<file path="src/sv/tcbh_pkg.sv">
// ----------------------------------------------------------------------------
// tcbh_pkg
// Types and constants shared by the trip computer button handler modules.
// ----------------------------------------------------------------------------
package tcbh_pkg;

    // Configuration register indexes
    typedef enum logic [2:0] {
        REG_BUTTONS_ENABLE  = 3'd0,
        REG_TOUCH_ENABLE    = 3'd1,
        REG_MODE_MAX        = 3'd2,
        REG_BOOT_LOCKOUT    = 3'd3,
        REG_SHORT_LIMIT     = 3'd4,
        REG_LONG_LIMIT      = 3'd5,
        REG_VERY_LONG_LIMIT = 3'd6
    } reg_idx_t;

    localparam int unsigned CFG_DATA_W = 16;

    // Reset values of the registers
    localparam logic [2:0]  MODE_MAX_RST        = 3'd5;
    localparam logic [15:0] BOOT_LOCKOUT_RST    = 16'd3000;
    localparam logic [15:0] SHORT_LIMIT_RST     = 16'd1000;
    localparam logic [15:0] LONG_LIMIT_RST      = 16'd3000;
    localparam logic [15:0] VERY_LONG_LIMIT_RST = 16'd7000;

    // Bit positions in the recorded pin levels
    localparam int unsigned LV_MODE  = 0;
    localparam int unsigned LV_BANK  = 1;
    localparam int unsigned LV_CLEAR = 2;
    localparam int unsigned LV_TOUCH = 3;

    // Buttons idle high, touch idle low
    localparam logic [3:0]  LEVELS_RST = 4'b0111;
    localparam logic [15:0] COUNT_MAX  = 16'hFFFF;

    typedef struct packed {
        logic mode_level;
        logic bank_level;
        logic clear_level;
        logic touch_level;
    } in_t;

    typedef struct packed {
        logic [2:0] display_mode;
        logic       bank;
        logic       uptime_shown;
        logic       clear_request;
        logic [2:0] clear_mode;
        logic       clear_bank;
        logic       mode_changed;
    } out_t;

    typedef struct packed {
        logic        buttons_enable;
        logic        touch_enable;
        logic [2:0]  mode_max;
        logic [15:0] boot_lockout_ticks;
        logic [15:0] short_limit;
        logic [15:0] long_limit;
        logic [15:0] very_long_limit;
    } cfg_t;

    typedef struct packed {
        logic [15:0] boot_count;
        logic [3:0]  last_levels;
        logic        touch_held;
        logic [15:0] press_ticks;
        logic [2:0]  mode;
        logic        bank;
        logic        uptime;
    } state_t;

    localparam state_t STATE_RST = '{
        boot_count:  16'd0,
        last_levels: LEVELS_RST,
        touch_held:  1'b0,
        press_ticks: 16'd0,
        mode:        3'd0,
        bank:        1'b0,
        uptime:      1'b0
    };

endpackage

</file>
<file path="src/sv/tcbh_cfg.sv">
// ----------------------------------------------------------------------------
// tcbh_cfg
// Configuration register file, written through a plain index/data port.
// ----------------------------------------------------------------------------
module tcbh_cfg (
    input  logic                         aclk,
    input  logic                         aresetn,
    input  logic                         cfg_wr_en,
    input  logic [2:0]                   cfg_wr_index,
    input  logic [tcbh_pkg::CFG_DATA_W-1:0] cfg_wr_data,
    output tcbh_pkg::cfg_t               cfg
);
    import tcbh_pkg::*;

    cfg_t cfg_reg;
    cfg_t cfg_next;

    // Register write decode; unknown indexes are dropped
    always_comb begin
        cfg_next = cfg_reg;
        if (cfg_wr_en) begin
            case (reg_idx_t'(cfg_wr_index))
                REG_BUTTONS_ENABLE:  cfg_next.buttons_enable     = cfg_wr_data[0];
                REG_TOUCH_ENABLE:    cfg_next.touch_enable       = cfg_wr_data[0];
                REG_MODE_MAX:        cfg_next.mode_max           = cfg_wr_data[2:0];
                REG_BOOT_LOCKOUT:    cfg_next.boot_lockout_ticks = cfg_wr_data;
                REG_SHORT_LIMIT:     cfg_next.short_limit        = cfg_wr_data;
                REG_LONG_LIMIT:      cfg_next.long_limit         = cfg_wr_data;
                REG_VERY_LONG_LIMIT: cfg_next.very_long_limit    = cfg_wr_data;
                default: ;
            endcase
        end
    end

    always_ff @(posedge aclk) begin
        if (!aresetn) begin
            cfg_reg.buttons_enable     <= 1'b1;
            cfg_reg.touch_enable       <= 1'b1;
            cfg_reg.mode_max           <= MODE_MAX_RST;
            cfg_reg.boot_lockout_ticks <= BOOT_LOCKOUT_RST;
            cfg_reg.short_limit        <= SHORT_LIMIT_RST;
            cfg_reg.long_limit         <= LONG_LIMIT_RST;
            cfg_reg.very_long_limit    <= VERY_LONG_LIMIT_RST;
        end else begin
            cfg_reg <= cfg_next;
        end
    end

    assign cfg = cfg_reg;

endmodule

</file>
<file path="src/sv/tcbh_step.sv">
// ----------------------------------------------------------------------------
// tcbh_step
// One tick of button handling: next state and result from the sampled levels.
// ----------------------------------------------------------------------------
module tcbh_step (
    input  tcbh_pkg::cfg_t   cfg,
    input  tcbh_pkg::state_t state_cur,
    input  tcbh_pkg::in_t    levels,
    output tcbh_pkg::state_t state_next,
    output tcbh_pkg::out_t   result
);
    import tcbh_pkg::*;

    // Mode advance, wrapping to zero past the maximum
    function automatic logic [2:0] mode_advance(input logic [2:0] m, input logic [2:0] mx);
        logic [3:0] n;
        n = {1'b0, m} + 4'd1;
        if (n > {1'b0, mx}) begin
            return 3'd0;
        end
        return n[2:0];
    endfunction

    logic [3:0]  lv;
    logic [15:0] press_inc;
    logic        locked;
    logic        mode_fall;
    logic        clear_fall;
    logic        touch_rise;
    logic        held_a;
    logic [15:0] press_a;
    logic        release_now;
    logic [2:0]  mode_a;
    logic        bank_a;
    logic        req;
    logic        changed;
    logic [2:0]  req_mode;
    logic        req_bank;
    state_t      st;

    assign lv = {levels.touch_level, levels.clear_level, levels.bank_level, levels.mode_level};

    // Press counter runs whenever a press is held, lockout or not
    assign press_inc = (state_cur.touch_held && state_cur.press_ticks != COUNT_MAX)
                     ? state_cur.press_ticks + 16'd1 : state_cur.press_ticks;

    assign locked     = state_cur.boot_count < cfg.boot_lockout_ticks;
    assign mode_fall  = !lv[LV_MODE]  &&  state_cur.last_levels[LV_MODE];
    assign clear_fall = !lv[LV_CLEAR] &&  state_cur.last_levels[LV_CLEAR];
    assign touch_rise =  lv[LV_TOUCH] && !state_cur.last_levels[LV_TOUCH];

    always_comb begin
        st          = state_cur;
        st.press_ticks = press_inc;
        req         = 1'b0;
        changed     = 1'b0;
        req_mode    = 3'd0;
        req_bank    = 1'b0;
        mode_a      = state_cur.mode;
        bank_a      = state_cur.bank;
        held_a      = state_cur.touch_held;
        press_a     = press_inc;
        release_now = 1'b0;

        if (locked) begin
            if (state_cur.boot_count != COUNT_MAX) begin
                st.boot_count = state_cur.boot_count + 16'd1;
            end
        end else begin
            // Buttons: mode edge, bank level, clear edge
            if (cfg.buttons_enable) begin
                if (mode_fall) begin
                    mode_a  = mode_advance(state_cur.mode, cfg.mode_max);
                    changed = 1'b1;
                end
                bank_a = lv[LV_BANK];
                if (clear_fall) begin
                    req      = 1'b1;
                    req_mode = mode_a;
                    req_bank = bank_a;
                end
            end
            // Touch: start timing on press, sort on release
            if (cfg.touch_enable) begin
                if (touch_rise) begin
                    held_a  = 1'b1;
                    press_a = 16'd0;
                end
                release_now = !lv[LV_TOUCH] && held_a;
                if (release_now) begin
                    held_a = 1'b0;
                    if (press_a < cfg.short_limit) begin
                        mode_a  = mode_advance(mode_a, cfg.mode_max);
                        changed = 1'b1;
                    end else if (press_a < cfg.long_limit) begin
                        bank_a = ~bank_a;
                    end else if (press_a < cfg.very_long_limit) begin
                        req      = 1'b1;
                        req_mode = mode_a;
                        req_bank = bank_a;
                    end else begin
                        st.uptime = ~state_cur.uptime;
                    end
                end
            end
            st.mode        = mode_a;
            st.bank        = bank_a;
            st.touch_held  = held_a;
            st.press_ticks = press_a;
        end
        st.last_levels = lv;
    end

    assign state_next = st;

    assign result.display_mode  = st.mode;
    assign result.bank          = st.bank;
    assign result.uptime_shown  = st.uptime;
    assign result.clear_request = req;
    assign result.clear_mode    = req_mode;
    assign result.clear_bank    = req_bank;
    assign result.mode_changed  = changed;

endmodule

</file>
<file path="src/sv/trip_computer_button_handler.sv">
// Trip computer button handler. Takes one beat of four pin levels per tick and
// returns one result beat for each. An input beat is held in an input register,
// worked through the combinational tick logic and caught in a result register,
// from which the result beat is presented. The block sustains one beat per
// cycle while the result side keeps taking them; the rate is set by that one
// pass through the tick logic. Reset needs no clearing pass. The user must see
// that configuration registers are written only while idle; it is not enforced.
// ----------------------------------------------------------------------------
// trip_computer_button_handler
// Top level: input register, tick logic, handler state and result register.
// ----------------------------------------------------------------------------
module trip_computer_button_handler (
    input  logic                             aclk,
    input  logic                             aresetn,
    input  logic                             s_valid,
    output logic                             s_ready,
    input  tcbh_pkg::in_t                    s_data,
    output logic                             m_valid,
    input  logic                             m_ready,
    output tcbh_pkg::out_t                   m_data,
    input  logic                             cfg_wr_en,
    input  logic [2:0]                       cfg_wr_index,
    input  logic [tcbh_pkg::CFG_DATA_W-1:0]  cfg_wr_data
);
    import tcbh_pkg::*;

    cfg_t   cfg;
    state_t state_reg;
    state_t state_next;
    out_t   result;

    logic   s1_valid_reg;
    in_t    s1_data_reg;
    logic   m_valid_reg;
    out_t   m_data_reg;

    logic   out_free;
    logic   fire;

    tcbh_cfg u_cfg (
        .aclk         (aclk),
        .aresetn      (aresetn),
        .cfg_wr_en    (cfg_wr_en),
        .cfg_wr_index (cfg_wr_index),
        .cfg_wr_data  (cfg_wr_data),
        .cfg          (cfg)
    );

    tcbh_step u_step (
        .cfg        (cfg),
        .state_cur  (state_reg),
        .levels     (s1_data_reg),
        .state_next (state_next),
        .result     (result)
    );

    // Handshake: a beat moves on when the result register is free or draining
    assign out_free = !m_valid_reg || m_ready;
    assign fire     = s1_valid_reg && out_free;
    assign s_ready  = !s1_valid_reg || out_free;

    // Control and handler state
    always_ff @(posedge aclk) begin
        if (!aresetn) begin
            s1_valid_reg <= 1'b0;
            m_valid_reg  <= 1'b0;
            state_reg    <= STATE_RST;
        end else begin
            if (s_ready) begin
                s1_valid_reg <= s_valid;
            end
            if (fire) begin
                m_valid_reg <= 1'b1;
                state_reg   <= state_next;
            end else if (m_ready) begin
                m_valid_reg <= 1'b0;
            end
        end
    end

    // Payload registers
    always_ff @(posedge aclk) begin
        if (s_valid && s_ready) begin
            s1_data_reg <= s_data;
        end
        if (fire) begin
            m_data_reg <= result;
        end
    end

    assign m_valid = m_valid_reg;
    assign m_data  = m_data_reg;

    // Checks
    a_reset_empty: assert property (@(posedge aclk)
        !aresetn |=> !m_valid_reg && !s1_valid_reg)
        else $error("pipeline not empty after reset");

    a_hold_stage: assert property (@(posedge aclk) disable iff (!aresetn)
        s1_valid_reg && !out_free |=> s1_valid_reg && $stable(s1_data_reg))
        else $error("input beat lost while result side stalled");

    a_lockout_quiet: assert property (@(posedge aclk) disable iff (!aresetn)
        fire && state_reg.boot_count < cfg.boot_lockout_ticks
        |=> !m_data_reg.clear_request && !m_data_reg.mode_changed)
        else $error("action taken during boot lockout");

    a_mode_tracks: assert property (@(posedge aclk) disable iff (!aresetn)
        fire |=> m_data_reg.display_mode == state_reg.mode
                 && m_data_reg.bank == state_reg.bank)
        else $error("result disagrees with handler state");

endmodule
</file>
<file path="config.mk">
export PLATFORM = sky130hd
export DESIGN_NAME = trip_computer_button_handler
export DESIGN_NICKNAME = d
export VERILOG_FILES = /design/src/sv/tcbh_pkg.sv /design/src/sv/tcbh_cfg.sv /design/src/sv/tcbh_step.sv /design/src/sv/trip_computer_button_handler.sv
export SDC_FILE = /design/constraint.sdc
export NUM_CORES = 1
export LEC_CHECK = 0
export ABC_AREA = 1
export BUFFER_PORTS_ARGS = -buffer_cell sky130_fd_sc_hd__clkbuf_2
export CAP_MARGIN = 20
export CORE_MARGIN = 5
export CORE_UTILIZATION = 30
export DETAILED_ROUTE_END_ITERATION = 8
export GPL_ROUTABILITY_DRIVEN = 1
export PLACE_DENSITY = 0.44
export REMOVE_ABC_BUFFERS = 1
export SETUP_SLACK_MARGIN = 0.5
export SLEW_MARGIN = 20
export SYNTH_ARGS = -nofsm -noshare
export SYNTH_HDL_FRONTEND = slang
export SYNTH_SLANG_ARGS = --single-unit
</file>
<file path="constraint.sdc">
create_clock -name aclk -period 6.4 [get_ports aclk]
set_clock_uncertainty 0.2 [all_clocks]
set_input_delay 0.96 -clock aclk [delete_from_list [all_inputs] [get_ports aclk]]
set_output_delay 0.96 -clock aclk [all_outputs]
set_load 0.02 [all_outputs]
</file>
# After elaboration in Yosys (flattened, before gate mapping)
# Index checks and enable logic that the tools add are counted.
# op_classes
n_eq_ne	8
order_cmp	6
add_sub_neg	4
reduce_logical	26
muxes	68
bitwise_logic	3
# ops
op	count
16-bit two-way mux	5
16-bit less-than comparator	4
3-bit two-way mux	17
1-bit two-way mux	45
16-bit by 1-bit adder with 16-bit output (second input constant)	2
16-bit != test (second input constant)	2
21-bit two-way mux	1
2-bit AND reduction	7
3-bit equality test (second input constant)	3
3-bit by 1-bit adder with 4-bit output (second input constant)	2
4-bit by 3-bit > comparator with 1-bit output	2
1-bit logical AND	7
3-bit by 2-bit equality test with 1-bit output (second input constant)	2
1-bit zero test	6
3-bit AND reduction	2
3-bit by 1-bit equality test with 1-bit output (second input constant)	1
3-bit zero test	1
1-bit NOT	3
1-bit logical OR	2
2-bit nonzero test	1
# totals
out_inout_bits	13
reg_bits	128
in_bits	28
wordCells	142

# Depth between registers and ports, before layout
# Gate-level depths: netlist of the first run.
# logic_depth
word_depth	22
depth_mapped	29
ltp_nobuf	29

# By module
# From an unflattened synthesis of the first run, not the netlist that was laid out.
# hier_totals
hier_cells	1225
area_unflattened_um2	8385.5
# modules_own_cells
module	n_inst	seq_area_each_um2	area_each_um2	cells_per_inst
tcbh_step	1	0.0	3295.7	558
tcbh_cfg	1	1381.3	2673.8	370
trip_computer_button_handler	1	1331.3	2416.1	297

# Worst setup path after synthesis of the first run
# No wires, ideal clock.
# synth_timing
path_type	flip-flop to flip-flop
start	register state_reg[5] (netlist name)
end	register m_data_reg, in the netlist m_data[4], data pin
n_path_buf	0
path_stages_with_launch	27
synth_period_minus_slack_ns	4.045
t_arrival_ns	3.592
required_ns	5.947
setup_time_ns	0.253
slack_ns	2.355
path_cell_list	dfxtp_1 ha_1 nand3_1 nor2_2 nand2_4 nand2_4 inv_2 nand4_1 nor2_1 nand3_1 inv_2 nand3_1 nor2_1 xor2_1 inv_1 nor2_1 ha_1 a21oi_1 nor2_1 a2111oi_0 nand2_4 nand2_4 nor2_8 nand2_4 o21ai_2 o21ai_1 nor2_1
# synth_via
elab_chain_cells	12
word_cells_on_any_way	15
cone_classes	add/sub (1); order compare (3); eq/ne (1); mux (9); reduce/logical (1)
# synth_rtl
element	line	rtl
start: declaration	trip_computer_button_handler.sv:28	state_t state_reg;
start signal: assignment	trip_computer_button_handler.sv:74	state_reg <= state_next;
branches (longest 2 deep; another with 16-bit by 1-bit adder with 16-bit output)	n/a	
16-bit two-way mux *	tcbh_step.sv:45	? state_cur.press_ticks + 16'd1 : state_cur.press_ticks;
16-bit two-way mux *	tcbh_step.sv:85	if (touch_rise) begin
16-bit two-way mux *	tcbh_step.sv:84	if (cfg.touch_enable) begin
16-bit two-way mux *	tcbh_step.sv:65	if (locked) begin
16-bit less-than comparator	tcbh_step.sv:97	end else if (press_a < cfg.very_long_limit) begin
3-bit two-way mux	tcbh_step.sv:97	
3-bit two-way mux	tcbh_step.sv:95	end else if (press_a < cfg.long_limit) begin
3-bit two-way mux *	tcbh_step.sv:92	if (press_a < cfg.short_limit) begin
3-bit two-way mux *	tcbh_step.sv:90	if (release_now) begin
3-bit two-way mux *	tcbh_step.sv:84	
end signal: assignment	trip_computer_button_handler.sv:87	m_data_reg <= result;
end: declaration	trip_computer_button_handler.sv:35	out_t m_data_reg;
# Every way passes the cells marked *. The select of a mux whose other input is x is not followed.
# A chain may end at the register's enable or synchronous reset.

# Worst setup path after layout of the first run
# Same ends and word-level chain as after synthesis.

==> results_dict.tcl, run 1 <==
set metrics [dict create \
    cp-end-kind "register" \
    path_clk_slew_ns 0.06 \
    clkLatencyLatePin_ns 0.42 \
    utilization 0.357 \
    timing.hold.ws_ns 0.259 \
    setup_viol 0 \
    async_flop_share 0 \
    synth_ff_type "dfxtp_1" \
    crit_path_start "state_reg[5]" \
    max_freq_mhz 220 \
    gp_congestion 0.792 \
    fp.dieArea_um2 27300 \
    yosysTopAreaCell "dfxtp_1" \
    io_buffers 40 \
    clockRootBuffer "clkbuf_16" \
    synth_seq_cells 127 \
    synth.distinct_cells 49 \
    drtAntennaViolNets 0 \
    post-cts-setup-buffers 0 \
    crit_arrival_ns 4.49 \
    slew_violations 0 \
    die_w_um 165 \
    syn_to_final_growth_pct 16.8 \
    status "completed" \
    synth_edf_count 15 \
    yosys-top-cells-area "dfxtp_1, ha_1, nand2_1, inv_1, edfxtp_1" \
    hpwl_mm 13.9 \
    dr_total_vias 5944 \
    fin_crit_sh 0.710 \
    drc 0 \
    numCtsBuffers 17 \
    cts_tree "yes" \
    place_area_um2 7750 \
    cts-resized-gates 0 \
    largest_reg_flops 69 \
    r2r_cells 26 \
    critical_path.max_fanout 8 \
    critical_path_class "register to register" \
    fp.dieH_um 165 \
    worst_slew_pin_slew_ns 1.02 \
    track_usage 0.145 \
    grt_max_degree 83 \
    htreeDepth 4 \
    worst_slack_ns 1.86 \
    cts_sinks 127 \
    fin_nets 1069 \
    cap_violations 0 \
    fillers 2519 \
    rsz0062_at_grt "no" \
    grt_pass1_wl_mm 30.9 \
    synth_area_um2 7220 \
    drive_above_1_share 0.129 \
    postSynthCellCount 935 \
    cts.path.max_buffers 2 \
    min_from "u_cfg.cfg[17]" \
    antenna_found_initial 0 \
    diodes 0 \
    hold_path.class "register to register" \
    yosysSeqAreaShare 0.373 \
    synth_top_area_share 0.310 \
    final_design_area_no_fill_um2 8440 \
    hold_buffers 0 \
    final_hold_viol_count 0 \
    maxSlewHeadroom 0.317 \
    startpoint_type "register" \
    ir_worst_vdd_mv 0.165 \
    wl_per_cell_um 14.3 \
    period_minus_slack_ns 4.54 \
    setup_tns_ns 0 \
    start_util 0.306 \
    required_ns 6.35 \
    dr.first_iter.drc_count 305 \
    gr-total-overflow 0 \
    hold_depth 2 \
    preCtsSetupSlack_ns 1.91 \
    rr_startpoint "state_reg[5]" \
    drt-pass1-iter-count 4 \
    wirelength_mm 18.7 \
    num_rows 56 \
    postSynthAreaPerCell_um2 7.73 \
    io_pins 41 \
    p_leak_nw 3.85 \
    core_um2 23600 \
    grt_pass1_vias 5779 \
    avgViaCountPerCell 4.55 \
    power_density_nw_per_um2 253 \
    yosysWarnings 0 \
]
synth_stat cells, types with 8 or more instances:
cell,count
a21oi_1,87
a2bb2oi_1,10
clkbuf_1,21
dfxtp_1,112
edfxtp_1,15
ha_1,67
inv_1,145
inv_2,8
nand2_1,158
nand2_2,8
nand2_4,9
nand3_1,31
nand3_2,8
nand4_1,10
nor2_1,78
nor3_1,16
o211ai_1,31
o21ai_0,54
xor2_1,9
cell families (layout without fill, tap and decap cells):
family	count (synthesis)	in the layout	share of synthesized area
compound gates	213	213	0.175
xor+xnor	15	15	0.0182
fa+ha+maj	67	67	0.116
buf+inv	181	233	0.0998
flops	127	127	0.373
simple gates	332	332	0.218
routing by layer:
layer  share of wire  wire, um  vias to the layer above  track usage
met5               0         0                        -            0
met4           0.010       187                        0       0.0420
met3           0.024       439                       11       0.0231
met2            0.46      8500                       60        0.232
met1            0.51      9550                     2690        0.202
li1                -         -                     3183            -
report_power, final:
group / internal (W) / leakage (nW) / switching (W)
Clock: 0.000760 / 0.335 / 0.000359
Sequential: 0.000832 / 1.06 / 0.0000101
Combinational: 0.0000569 / 2.46 / 0.000117
Total: 0.00165 / 3.85 / 0.000485
cell usage in the layout (no fill, tap or decap), types with 2 or more instances in the layout:
cell type / netlist / layout
nor2_4: 2 / 2
nor2_2: 3 / 3
a21oi_1: 87 / 87
xor2_1: 9 / 9
a211oi_1: 6 / 6
nor2_1: 78 / 78
nand3_4: 3 / 3
ha_1: 67 / 67
o21ai_0: 54 / 54
nor3_1: 16 / 15
clkbuf_8: 1 / 2
buf_4: 0 / 7
nand3_2: 8 / 8
nand2_4: 9 / 9
dfxtp_1: 112 / 112
bufinv_16: 0 / 5
clkbuf_1: 21 / 3
inv_2: 8 / 8
o21a_1: 6 / 6
nand2_2: 8 / 8
nand4_1: 10 / 10
a2bb2oi_1: 10 / 10
edfxtp_1: 15 / 15
clkbuf_2: 0 / 40
xnor2_1: 6 / 6
o211ai_1: 31 / 31
inv_1: 145 / 145
o21ai_1: 6 / 6
clkbuf_16: 0 / 19
o21ai_2: 2 / 2
nand3_1: 31 / 31
o221ai_1: 2 / 2
nand2_1: 158 / 158
worst paths after layout:
check                                endpoint  slack (ns)
worst min register to register  u_cfg.cfg[17]        0.26
worst max register to register      m_data[4]        1.86
worst min-delay path            u_cfg.cfg[17]        0.26
worst max-delay path                m_data[4]        1.86
worst max-delay path, stage by stage, from the launching register on:
cell and delay [ns]:
dfxtp_1 0.34, ha_1 0.22, nand3_1 0.12, nor2_2 0.07
nand2_4 0.11, nand2_4 0.08, inv_2 0.06, nand4_1 0.11
nor2_1 0.20, nand3_1 0.15, inv_2 0.08, nand3_1 0.09
nor2_1 0.16, xor2_1 0.21, inv_1 0.06, nor2_1 0.21
ha_1 0.29, a21oi_1 0.15, nor2_1 0.05, a2111oi_0 0.69
nand2_4 0.15, nand2_4 0.13, nor2_8 0.04, nand2_4 0.11
o21ai_2 0.06, o21ai_1 0.07, nor2_1 0.05
stage by stage:
stage	total power, W	std cells
finish	0.00213	1306
global route	0.00224	1306
CTS	0.00217	1306
detailed placement	0.00104	1274
global placement	0.00104	1274
floorplan	0.000968	908
layout make-up:
| class | instances | area, um2 | area share |
|---|---|---|---|
| clock buffer | 24 | 514 | 0.0610 |
| clock inverter | 8 | 170 | 0.0202 |
| inverter | 154 | 592 | 0.0701 |
| multi-input combinational | 627 | 3820 | 0.452 |
| sequential | 127 | 2690 | 0.319 |
| tap | 319 | 399 | 0.0473 |
| timing repair buffer | 47 | 253 | 0.0300 |
No activity file was read; power rests on OpenSTA's default activity.
==> run 2: changes to the inputs <==
--- a/config.mk
+++ b/config.mk
@@ -5,14 +5,14 @@
 export SDC_FILE = /design/constraint.sdc
 export NUM_CORES = 1
 export LEC_CHECK = 0
-export ABC_AREA = 1
+export ABC_AREA = 0
 export BUFFER_PORTS_ARGS = -buffer_cell sky130_fd_sc_hd__clkbuf_2
 export CAP_MARGIN = 20
 export CORE_MARGIN = 5
 export CORE_UTILIZATION = 30
 export DETAILED_ROUTE_END_ITERATION = 8
 export GPL_ROUTABILITY_DRIVEN = 1
-export PLACE_DENSITY = 0.44
+export PLACE_DENSITY = 0.46
 export REMOVE_ABC_BUFFERS = 1
 export SETUP_SLACK_MARGIN = 0.5
 export SLEW_MARGIN = 20
==> constraint.sdc (replaced) <==
create_clock -name aclk -period 3.99 [get_ports aclk]
set_clock_uncertainty 0.2 [all_clocks]
set_input_delay 0.5985 -clock aclk [delete_from_list [all_inputs] [get_ports aclk]]
set_output_delay 0.5985 -clock aclk [all_outputs]
set_load 0.02 [all_outputs]
==> results_dict.tcl, run 2 <==
set metrics [dict create \
    status "finished with violations" \
    violations "negative setup slack" \
    grt_max_degree 40 \
    track_usage 0.154 \
    p_leak_nw 4.19 \
    drive_above_1_share 0.251 \
    path_clk_slew_ns 0.06 \
    cap_violations 0 \
    drtAntennaViolNets 0 \
    die_w_um 169 \
    synth_area_um2 7600 \
    setup_viol 16 \
    cts_tree "yes" \
    wirelength_mm 22.0 \
    hold_path.class "input port to register" \
    crit_arrival_ns 4.56 \
    cp-end-kind "register" \
    critical_path.max_fanout 3 \
    clockRootBuffer "clkbuf_16" \
    num_rows 58 \
    avgViaCountPerCell 4.85 \
    numCtsBuffers 17 \
    dr_total_vias 6839 \
    yosys-top-cells-area "dfxtp_1, ha_1, nand2_1, edfxtp_1, a21oi_1" \
    synth_ff_type "dfxtp_1" \
    io_buffers 40 \
    synthMostInstantiatedCell "nand2_1" \
    startpoint_type "register" \
    final_design_area_no_fill_um2 9950 \
    rsz0062_at_grt "yes" \
    yosysWarnings 0 \
    async_flop_share 0 \
    worst_slew_pin_slew_ns 0.926 \
    synth_common_cells "nand2_1, dfxtp_1, a21oi_1, inv_1, ha_1" \
    power.total_w 0.00321 \
    core_um2 25000 \
    mostFrequentLayoutCells "nand2_1, dfxtp_1, buf_4" \
    wl_per_cell_um 15.6 \
    place_area_um2 8840 \
    slew_violations 0 \
    postSynthAreaPerCell_um2 8.17 \
    comb_power_share 0.070 \
    rr_startpoint "state_reg[6]" \
    fp.dieH_um 169 \
    crit_path_start "state_reg[6]" \
    diodes 0 \
    synth_seq_cells 127 \
    cts.path.max_buffers 2 \
    cts_sinks 127 \
    worst_slack_ns -0.602 \
    power_switching_w 0.000771 \
    power_density_nw_per_um2 322 \
    period_minus_slack_ns 4.59 \
    clkLatencyLatePin_ns 0.42 \
    htreeDepth 4 \
    dr.first_iter.drc_count 340 \
    required_ns 3.96 \
    final_hold_viol_count 0 \
    switching_share 0.241 \
    io_pins 41 \
    p_clk_frac 0.513 \
    antenna_found_initial 0 \
    fin_nets 1163 \
    syn_to_final_growth_pct 30.9 \
    synth_top_area_share 0.295 \
    min_from "s_data[3]" \
    maxSlewHeadroom 0.382 \
    synth_edf_count 15 \
    yosysSeqAreaShare 0.354 \
    grt_pass1_vias 6666 \
    drc 0 \
    postSynthCellCount 930 \
    fp.dieArea_um2 28600 \
    largest_reg_flops 69 \
    gp_congestion 0.811 \
    setup_tns_ns -8.13 \
    ir_worst_vdd_mv 0.257 \
    final_common_cell "nand2_1" \
    synth.distinct_cells 74 \
    max_freq_mhz 218 \
    start_util 0.304 \
    critical_path_class "register to register" \
    intPower_w 0.00243 \
    power_frac_seq 0.417 \
    grt_pass1_wl_mm 35.7 \
    fin_crit_sh 1.15 \
    drt-pass1-iter-count 4 \
    hpwl_mm 16.0 \
    yosysTopAreaCell "dfxtp_1" \
    gr-total-overflow 0 \
]
-- run 2: cell count changes in the layout (fill, tap and decap cells not counted), moves of 10 or more --
cell,previous run,this run
nand2b_1,0,11
buf_6,0,10
a2bb2oi_1,10,0
buf_4,7,107
inv_1,145,77
o21ai_0,54,33
nand2_1,158,148
a21o_1,0,17
nor2_1,78,49
a31oi_1,1,24
-- run 2: worst paths after layout --
| path | to | slack, ns | cells after the start |
|---|---|---|---|
| max | m_data[9] | -0.60 | 19 |
| min | s1_data_reg[3] | 0.16 | 1 |
| max reg2reg | m_data[9] | -0.60 | 19 |
| min reg2reg | u_cfg.cfg[32] | 0.25 | 2 |
-- run 2: stage by stage --
stage | utilization | hold WS [ns] | setup WS [ns] | instances
after CTS | 0.387 | 0.145 | -0.633 | 1400
after global placement | 0.353 | 0.244 | -1.23 | 1360
after detailed placement | 0.353 | 0.246 | -1.23 | 1360
after floorplan | - | 0.232 | -1.21 | 889
final | 0.397 | 0.157 | -0.602 | 1411
after global routing | 0.397 | 0.136 | -0.825 | 1411
-- run 2: timing repair --
action / CTS / global route
gates cloned: 0 / 0
resized for setup: 41 / 34
buffers inserted: 8 / 11
endpoints found under the setup margin: 16 / 16
hold buffers: 0 / 0
pin swaps: 27 / 36
-- run 2: cell families after synthesis --
kind of cell	after synthesis	synth area share
XOR/XNOR	26	0.0300
buffers and inverters	122	0.0624
multiplexers	12	0.0166
AND/OR/NAND/NOR	344	0.223
adder cells (fa/ha/maj)	68	0.112
AO/OA/AOI/OAI	231	0.202
flip-flops	127	0.354
-- run 2: cell type report --
class	instances	area [um2]
inverter	81	304
clock inverter	12	154
multi-input combinational	681	4740
clock buffer	20	467
sequential	127	2700
fill	2570	15100
timing repair buffer	160	1180
tap	330	413
-- run 2: critical path: stages, from the launching register on --
cell and delay (ns):
dfxtp_2 0.35, ha_4 0.13, nand4_1 0.11, buf_4 0.16, or4_4 0.57, nand2b_4 0.10
inv_1 0.05, and3_4 0.19, xnor2_2 0.16, nor2_2 0.08, ha_1 0.29, buf_4 0.12
nand3_4 0.08, or4_4 0.54, buf_6 0.14, a211oi_4 0.29, buf_6 0.16, nor4_4 0.06
mux2_4 0.33, mux2_4 0.26
-- run 2: per-layer routing --
| metal | track usage | share of wire |
|---|---|---|
| met5 | 0 | 0 |
| met4 | 0.0354 | 0.011 |
| met3 | 0.0261 | 0.023 |
| met2 | 0.257 | 0.48 |
| met1 | 0.211 | 0.48 |
-- run 2: power groups by stage --
stage	Sequential [W]	Combinational (W)	Clock, W
floorplan	0.00137	0.000104	0
global placement	0.00136	0.000217	0
detailed placement	0.00136	0.000218	0
CTS	0.00134	0.000222	0.00169
global route	0.00134	0.000250	0.00175
finish	0.00134	0.000224	0.00165
==> run 3: changes to the inputs <==
--- a/config.mk
+++ b/config.mk
@@ -8,11 +8,13 @@
 export ABC_AREA = 0
 export BUFFER_PORTS_ARGS = -buffer_cell sky130_fd_sc_hd__clkbuf_2
 export CAP_MARGIN = 20
+export CELL_PAD_IN_SITES_DETAIL_PLACEMENT = 1
+export CELL_PAD_IN_SITES_GLOBAL_PLACEMENT = 2
 export CORE_MARGIN = 5
 export CORE_UTILIZATION = 30
 export DETAILED_ROUTE_END_ITERATION = 8
 export GPL_ROUTABILITY_DRIVEN = 1
-export PLACE_DENSITY = 0.46
+export PLACE_DENSITY = 0.68
 export REMOVE_ABC_BUFFERS = 1
 export SETUP_SLACK_MARGIN = 0.5
 export SLEW_MARGIN = 20
==> results_dict.tcl, run 3 (synthesis gave the netlist of run 2 again) <==
set metrics [dict create \
    clockRootBuffer "clkbuf_16" \
    final_common_cell "nand2_1" \
    final_hold_viol_count 0 \
    die_w_um 169 \
    fin_nets 1159 \
    wl_per_cell_um 17.3 \
    track_usage 0.173 \
    startpoint_type "register" \
    cap_violations 0 \
    syn_to_final_growth_pct 27.9 \
    multi_input_area_um2 4600 \
    num_rows 58 \
    cts_sinks 127 \
    grt_max_degree 40 \
    dr.first_iter.drc_count 256 \
    period_minus_slack_ns 4.70 \
    clkLatencyLatePin_ns 0.43 \
    fillers 3021 \
    setup_tns_ns -9.66 \
    drtAntennaViolNets 0 \
    worst_slew_pin_slew_ns 0.922 \
    rr_startpoint "state_reg[6]" \
    io_pins 41 \
    crit_arrival_ns 4.69 \
    drc 0 \
    hold_depth 1 \
    violations "negative setup slack" \
    fp.dieArea_um2 28600 \
    cp-end-kind "register" \
    wirelength_mm 24.3 \
    reg2reg_slack_ns -0.71 \
    r2r_cells 19 \
    p_leak_nw 4.13 \
    largest_reg_flops 69 \
    crit_path_start "state_reg[6]" \
    cts_tree "yes" \
    dr_total_vias 7017 \
    hpwl_mm 17.8 \
    io_buffers 40 \
    numCtsBuffers 17 \
    grt_pass1_wl_mm 39.5 \
    seqCellArea_um2 2700 \
    grt_pass1_vias 7352 \
    status "finished with violations" \
    critical_path.max_fanout 4 \
    avgViaCountPerCell 4.99 \
    cts.path.max_buffers 2 \
    gr-total-overflow 0 \
    hold_path.class "input port to register" \
    setup_viol 16 \
    critical_path_class "register to register" \
    worst_slack_ns -0.712 \
    min_from "s_data[1]" \
    utilization 0.388 \
    drive_above_1_share 0.232 \
    fp.dieH_um 169 \
    max_freq_mhz 213 \
    ir_worst_vdd_mv 0.234 \
    maxSlewHeadroom 0.386 \
    drt-pass1-iter-count 6 \
    rsz0062_at_grt "yes" \
    required_ns 3.97 \
    power_density_nw_per_um2 324 \
    htreeDepth 4 \
    diodes 0 \
    path_clk_slew_ns 0.07 \
    slew_violations 0 \
    worstHoldEndpoint "s1_data_reg[1]" \
    hold_buffers 0 \
    r2r-end "m_data[9]" \
    fin_crit_sh 1.18 \
    gp_congestion 0.808 \
    core_um2 25000 \
    mostFrequentLayoutCells "nand2_1, buf_4, dfxtp_1" \
    start_util 0.304 \
    antenna_found_initial 1 \
]
==> run 3: changes by cell type in the layout (fill, tap and decap cells not counted), sizes merged <==
cell,change
buf,-4
clkbuf,-1
bufinv,-1
inv,+2
==> run 3: repair_timing <==
item	CTS	global route
pin swaps	30	5
buffers inserted	10	4
endpoints found under the setup margin	16	16
resized for setup	42	7
==> run 3: metal layers <==
| metal | wire (um) | up-vias | GRT usage |
|---|---|---|---|
| li1 | - | 3559 | - |
| met1 | 11900 | 3395 | 0.230 |
| met2 | 11700 | 48 | 0.298 |
| met3 | 429 | 15 | 0.0277 |
| met4 | 236 | 0 | 0.0361 |
| met5 | 0 | - | 0 |
==> run 3: cell type report <==
type / instances / area share
clock inverters: 13 / 0.0158
inverters: 81 / 0.0315
flip-flops and latches: 127 / 0.278
multi-input cells: 681 / 0.473
repair buffers: 156 / 0.114
well taps: 330 / 0.0425
clock buffers: 19 / 0.0445
==> run 3: worst max-delay path by stage <==
stage	end	slack, ns	cells after the start
3_5_place_dp	m_data[9]	-1.22	17
4_1_cts	m_data[3]	-0.64	20
2_1_floorplan	m_data[9]	-1.21	16
3_3_place_gp	m_data[9]	-1.23	17
5_1_grt	m_data[9]	-0.97	19
6_report	m_data[9]	-0.71	19
==> run 3: where the power goes <==
group / internal (W) / switching, W / leakage [nW]
combinational: 0.0000742 / 0.000151 / 2.80
clock: 0.000934 / 0.000649 / 0.280
sequential: 0.00132 / 0.0000144 / 1.05
==> run 3: worst max-delay path, stage by stage (launching register included) <==
cell and delay (ns):
dfxtp_2 0.34, ha_4 0.16, nand4_1 0.10, buf_4 0.14
nor4_4 0.04, or4bb_4 0.55, nor4_4 0.16, buf_4 0.17
nor3b_4 0.21, xnor2_1 0.14, nor2_1 0.08, ha_1 0.30
nand4_1 0.14, or4_4 0.46, buf_4 0.16, a211oi_4 0.30
buf_4 0.19, nor4_4 0.06, mux2_4 0.31, mux2_4 0.26
==> run 3: through the flow <==
stage          power, W  hold WS (ns)  instance area [um2]  std cells  setup WS [ns]
2_1_floorplan   0.00147         0.232                 7430        889          -1.21
3_3_place_gp    0.00159         0.245                 8840       1361          -1.23
3_5_place_dp    0.00159         0.250                 8840       1361          -1.22
4_1_cts         0.00320         0.135                 9660       1403         -0.636
5_1_grt         0.00328         0.141                 9720       1407         -0.969
6_report        0.00315         0.156                 9720       1407         -0.712
